[src/design/lc3_subset_cpu_step_defines.svh]
// ----------------------------------------------------------------------------
// lc3 subset cpu step: assertion macros
// concurrent checks clocked on clk, held off while arst_n is low
// ----------------------------------------------------------------------------
`ifndef LC3_SUBSET_CPU_STEP_DEFINES_SVH
`define LC3_SUBSET_CPU_STEP_DEFINES_SVH

`ifndef SYNTHESIS
`define LC3_ASSERT_IMPL(lbl, ante, cons) \
	lbl: assert property (@(posedge clk) disable iff (!arst_n) (ante) |-> (cons)) \
		else $error("lc3 cpu check failed");
`define LC3_ASSERT_NEXT(lbl, ante, cons) \
	lbl: assert property (@(posedge clk) disable iff (!arst_n) (ante) |=> (cons)) \
		else $error("lc3 cpu check failed");
`else
`define LC3_ASSERT_IMPL(lbl, ante, cons)
`define LC3_ASSERT_NEXT(lbl, ante, cons)
`endif

`endif

[src/design/lc3_cpu_pkg.sv]
// ----------------------------------------------------------------------------
// lc3 cpu package
// item codes, instruction opcodes, alu types and small helpers
// ----------------------------------------------------------------------------
package lc3_cpu_pkg;

	localparam int ADDR_BITS_DEF = 16;
	localparam logic [15:0] START_PC_RESET = 16'h3000;

	typedef enum logic [1:0] {
		ITEM_WRITE   = 2'd0,
		ITEM_READ    = 2'd1,
		ITEM_EXEC    = 2'd2,
		ITEM_RESTART = 2'd3
	} item_op_t;

	localparam logic [3:0] OP_BR   = 4'h0;
	localparam logic [3:0] OP_ADD  = 4'h1;
	localparam logic [3:0] OP_LD   = 4'h2;
	localparam logic [3:0] OP_ST   = 4'h3;
	localparam logic [3:0] OP_AND  = 4'h5;
	localparam logic [3:0] OP_NOT  = 4'h9;
	localparam logic [3:0] OP_JMP  = 4'hC;
	localparam logic [3:0] OP_TRAP = 4'hF;

	localparam logic [7:0] TRAP_HALT = 8'h25;

	localparam logic [2:0] CC_N = 3'b100;
	localparam logic [2:0] CC_Z = 3'b010;
	localparam logic [2:0] CC_P = 3'b001;

	typedef enum logic [1:0] {
		ALU_ADD,
		ALU_AND,
		ALU_NOT,
		ALU_PASS
	} alu_op_t;

	typedef struct packed {
		alu_op_t     op;
		logic [15:0] a;
		logic [15:0] b;
	} alu_req_t;

	typedef struct packed {
		logic [15:0] value;
		logic [2:0]  cc;
	} alu_res_t;

	function automatic logic [15:0] sext9(input logic [8:0] v);
		return {{7{v[8]}}, v};
	endfunction

	function automatic logic [15:0] sext5(input logic [4:0] v);
		return {{11{v[4]}}, v};
	endfunction

	function automatic alu_op_t alu_sel(input logic [3:0] op);
		alu_op_t r;
		case (op)
			OP_ADD: r = ALU_ADD;
			OP_AND: r = ALU_AND;
			OP_NOT: r = ALU_NOT;
			default: r = ALU_PASS;
		endcase
		return r;
	endfunction

endpackage

[src/design/lc3_cpu_alu.sv]
// ----------------------------------------------------------------------------
// lc3 cpu alu
// add, and, not or pass, with the nzp codes of the result
// ----------------------------------------------------------------------------
module lc3_cpu_alu import lc3_cpu_pkg::*; (
	input  alu_req_t req,
	output alu_res_t res
);

	logic [15:0] v;

	always_comb begin
		case (req.op)
			ALU_ADD:  v = req.a + req.b;
			ALU_AND:  v = req.a & req.b;
			ALU_NOT:  v = ~req.a;
			ALU_PASS: v = req.b;
			default:  v = req.b;
		endcase
		res.value = v;
		if (v[15]) begin
			res.cc = CC_N;
		end else if (v == 16'd0) begin
			res.cc = CC_Z;
		end else begin
			res.cc = CC_P;
		end
	end

endmodule

[config.mk]
export PLATFORM = sky130hd
export DESIGN_NAME = lc3_cpu_alu
export DESIGN_NICKNAME = d
export VERILOG_FILES = /design/src/design/lc3_subset_cpu_step_defines.svh /design/src/design/lc3_cpu_pkg.sv /design/src/design/lc3_cpu_alu.sv
export SDC_FILE = /design/constraint.sdc
export NUM_CORES = 1
export LEC_CHECK = 0
export BUFFER_PORTS_ARGS = -buffer_cell sky130_fd_sc_hd__buf_4
export CAP_MARGIN = 20
export CORE_MARGIN = 1
export CORE_UTILIZATION = 40
export DETAILED_ROUTE_END_ITERATION = 12
export PLACE_DENSITY = 0.7
export SLEW_MARGIN = 20
export SYNTH_ARGS = -nofsm -noshare
export SYNTH_HDL_FRONTEND = slang
export SYNTH_SLANG_ARGS = --single-unit
[constraint.sdc]
create_clock -name vclk -period 3
set_input_delay 0.3 -clock vclk [all_inputs]
set_output_delay 0.3 -clock vclk [all_outputs]
set_load 0.03 [all_outputs]
After elaboration in Yosys (flattened, before gate mapping) --
Index checks and enable logic that the tools add are counted.
Word-level totals: bits in registers 0, input port bits 34, output and inout bits 19, logic and storage cells 11
Cells by class: add/subtract/negate cells 1, eq/ne operators 3, multiplexer cells 3, bitwise operators 2, reductions and logical operators 2
Operators with widths (number):
- 16-bit one-hot mux with 4 select lines | 1
- 16-bit adder | 1
- 16-bit AND | 1
- 16-bit logical NOT | 1
- 16-bit NOT | 1
- 2-bit == test, second input constant | 2
- 3-bit two-way mux | 1
- 2-bit by 1-bit == test with 1-bit output, second input constant | 1
- 2-bit logical NOT | 1
- 2-bit two-way mux | 1

Longest topological paths before layout --
depth in word-level cells 5, mapped depth 9, gate-level depth less buffers 9

Worst setup path before layout --
Ideal clock, no wire load.
path type input to output, start point input req[3] (netlist bit), end point output res[0] (netlist bit), arrival time 3.237 ns, required time 2.700 ns, slack -0.537 ns, cell stages on the path 9, buffers on the path 0, cell sequence ha_1 > a21o_1 > a221oi_2 > o21ba_2 > xor2_1 > a222oi_1 > nor4_1 > and4b_1 > a31oi_1
RTL lines:
- from (decl) | line lc3_cpu_alu.sv:6 | input alu_req_t req,
- to (decl) | line lc3_cpu_alu.sv:7 | output alu_res_t res

==> flow_metrics.tcl <==
set metrics [dict create \
    outcome "complete, but fails checks" \
    violations "setup timing" \
    final_core_util_pct 74.9 \
    n_fill_cell 214 \
    post-route-period-util_pct 103 \
    hpwl_um 3110 \
    yosysTopAreaCell "ha_1" \
    design.seq.count 0 \
    p_switching_w 0.000267 \
    hold_class "in -> out" \
    synthXorXnorAreaFrac_pct 10.7 \
    clkbuf_count 0 \
    cp.required_ns 2.70 \
    yosysMostFrequentCell "ha_1" \
    first_iter_violations 59 \
    critPathMaxFanout 3 \
    p_int_w 0.000270 \
    wl_um 4290 \
    switching_share_pct 49.7 \
    rows 19 \
    synth_top_area_share_pct 18.6 \
    grt_pass1_wl_um 6800 \
    fmax_ghz 0.323 \
    drt-wirelength-per-cell_um 17.3 \
    power.share.clock_pct 0 \
    setup_viol_count_final 2 \
    netlist_area_sq_mm 0.00115 \
    core_area_sq_mm 0.00273 \
    start_kind "input port" \
    slew_headroom_pct 67.7 \
    seq_area_sq_um 0 \
    grt_overflow 0 \
    fin_nets 270 \
    tightest_slew_ns 0.482 \
    ctsHoldBuffers 0 \
    avgSynthCellArea_sq_um 8.37 \
    yosys.cell_types.count 43 \
    num_vias 1498 \
    routabilityCongestion 0.913 \
    grt_start_max_net_pins 22 \
    drc 0 \
    synthTopCellsByArea "ha_1 19%, mux4_2 14%, xor2_1 6.1%" \
    endpoint_kind "output port" \
    layout-drive-gt1-share_pct 57.1 \
    die_h_um 55.5 \
    synthSimpleGateAreaFrac_pct 15.6 \
    pwr-share-comb_pct 100.0 \
    dieWidth_um 55.5 \
    leakagePower_nw 0.963 \
    syn2layout_area_growth_pct 78.6 \
    synth_top_family_by_area "compound AO/OA/AOI/OAI gates" \
    vias_per_cell 6.04 \
    grt_pass1_vias 1553 \
    io_pins 53 \
    synth_compound_area_share_pct 27.9 \
    fin_crit_ns 3.10 \
    place_inst 239 \
    drtPass1Iterations 4 \
    final_cells 248 \
    numPortBuffers 53 \
    die_area_sq_mm 0.00308 \
    tns_ns -0.165 \
    seq_area_frac_synth_pct 0 \
    hold_violations 0 \
    ant_nets 0 \
    p_total_w 0.000538 \
    yosysWarningCount 0 \
    synthCells 137 \
    post-route-worst-setup-slack_ns -0.0973 \
    powerDensity_mw_per_mm2 263 \
    arrival_ns 2.80 \
    synth_common_cells "17 x ha_1, 12 x nand2_1, 8 x inv_1, 8 x xor2_1" \
    n_antenna_cell 0 \
    start_util_pct 41.9 \
    hold-worst-slack_ns 1.03 \
    synthAdderAreaFrac_pct 18.6 \
    antenna_found_initial 0 \
    rsz0062_at_grt "yes" \
    cap_violations 0 \
    pwr-share-seq_pct 0 \
    syn_nets 188 \
    finalMaxSlewViolations 0 \
    synth_mux_area_share_pct 22.3 \
    grt_usage_pct 26.2 \
    vdd_drop_max_v 0.000179 \
    worst-setup-path-type "in -> out" \
]
## cell type report
cell class / instances / area, sq um / share of cell area (%)
Multi-Input combinational cell: 123 / 1290 / 63.3
Timing Repair Buffer: 86 / 683 / 33.4
Inverter: 8 / 30.0 / 1.47
Tap cell: 31 / 38.8 / 1.89
## power by group through the flow
stage	clock network [W]	registers (W)	logic, W
floorplan	0	0	0.000283
global placement	0	0	0.000451
detailed placement	0	0	0.000462
CTS	0	0	0.000495
global route	0	0	0.000572
finish	0	0	0.000538
## path summary, 6_finish.rpt
kind | startpoint | cells after the start | endpoint | slack, ns
worst max-delay path | req[1] | 13 | res[1] | -0.1
worst min-delay path | req[20] | 3 | res[7] | 1.03
## per-stage QoR
step           cell area [sq um]  setup WS (ns)
5_1_grt                     2050         -0.234
3_3_place_gp                1830         -0.183
4_1_cts                     1930        -0.0392
2_1_floorplan               1240         -0.140
6_report                    2050        -0.0973
3_5_place_dp                1830         -0.210
## cells in the final DEF, fill, tap and decap left out, types with 4 or more instances in the layout
cell      netlist  final
mux2_2          6      6
ha_1           17     10
a21oi_1         7      6
xnor2_1         6      5
nor2_1          5      5
buf_4           1     78
inv_1           8      8
ha_4            0      7
nand2_1        12     12
xor2_1          8      8
buf_6           0      6
o221ai_1        5      4
a21o_1          6      6
mux4_2          7      7
## timing repair
action | in CTS | in global routing
gates resized for setup | 11 | 16
setup buffers | 6 | 4
pin swaps | 6 | 13
setup endpoints to repair | 2 | 3
## logic make-up (layout without fill, tap and decap cells)
family                     count (synthesis)  after routing
muxes                                     16             16
and+or+nand+nor                           34             34
buffers and inverters                     14             94
AOI/OAI and AO/OA                         42             42
adders and majority gates                 17             17
xor gates and xnor gates                  14             14
## critical path, cell delays in order
cell and delay (ns):
buf_4 0.12, ha_4 0.25, a21o_1 0.20, a221oi_4 0.32
o21ba_4 0.18, buf_4 0.10, xor2_1 0.15, a222oi_1 0.12
buf_4 0.18, nor4_2 0.25, and4b_1 0.25, and4b_2 0.24
buf_6 0.13
## metal layers
metal  vias to the layer above  global-route usage, %  wire, um
li1                        706                      -         -
met1                       734                   32.2      1770
met2                        56                   52.2      2340
met3                         2                  0.703       154
met4                         0                   1.79        19
met5                         -                      0         0
No activity file was read; power rests on OpenSTA's default activity.
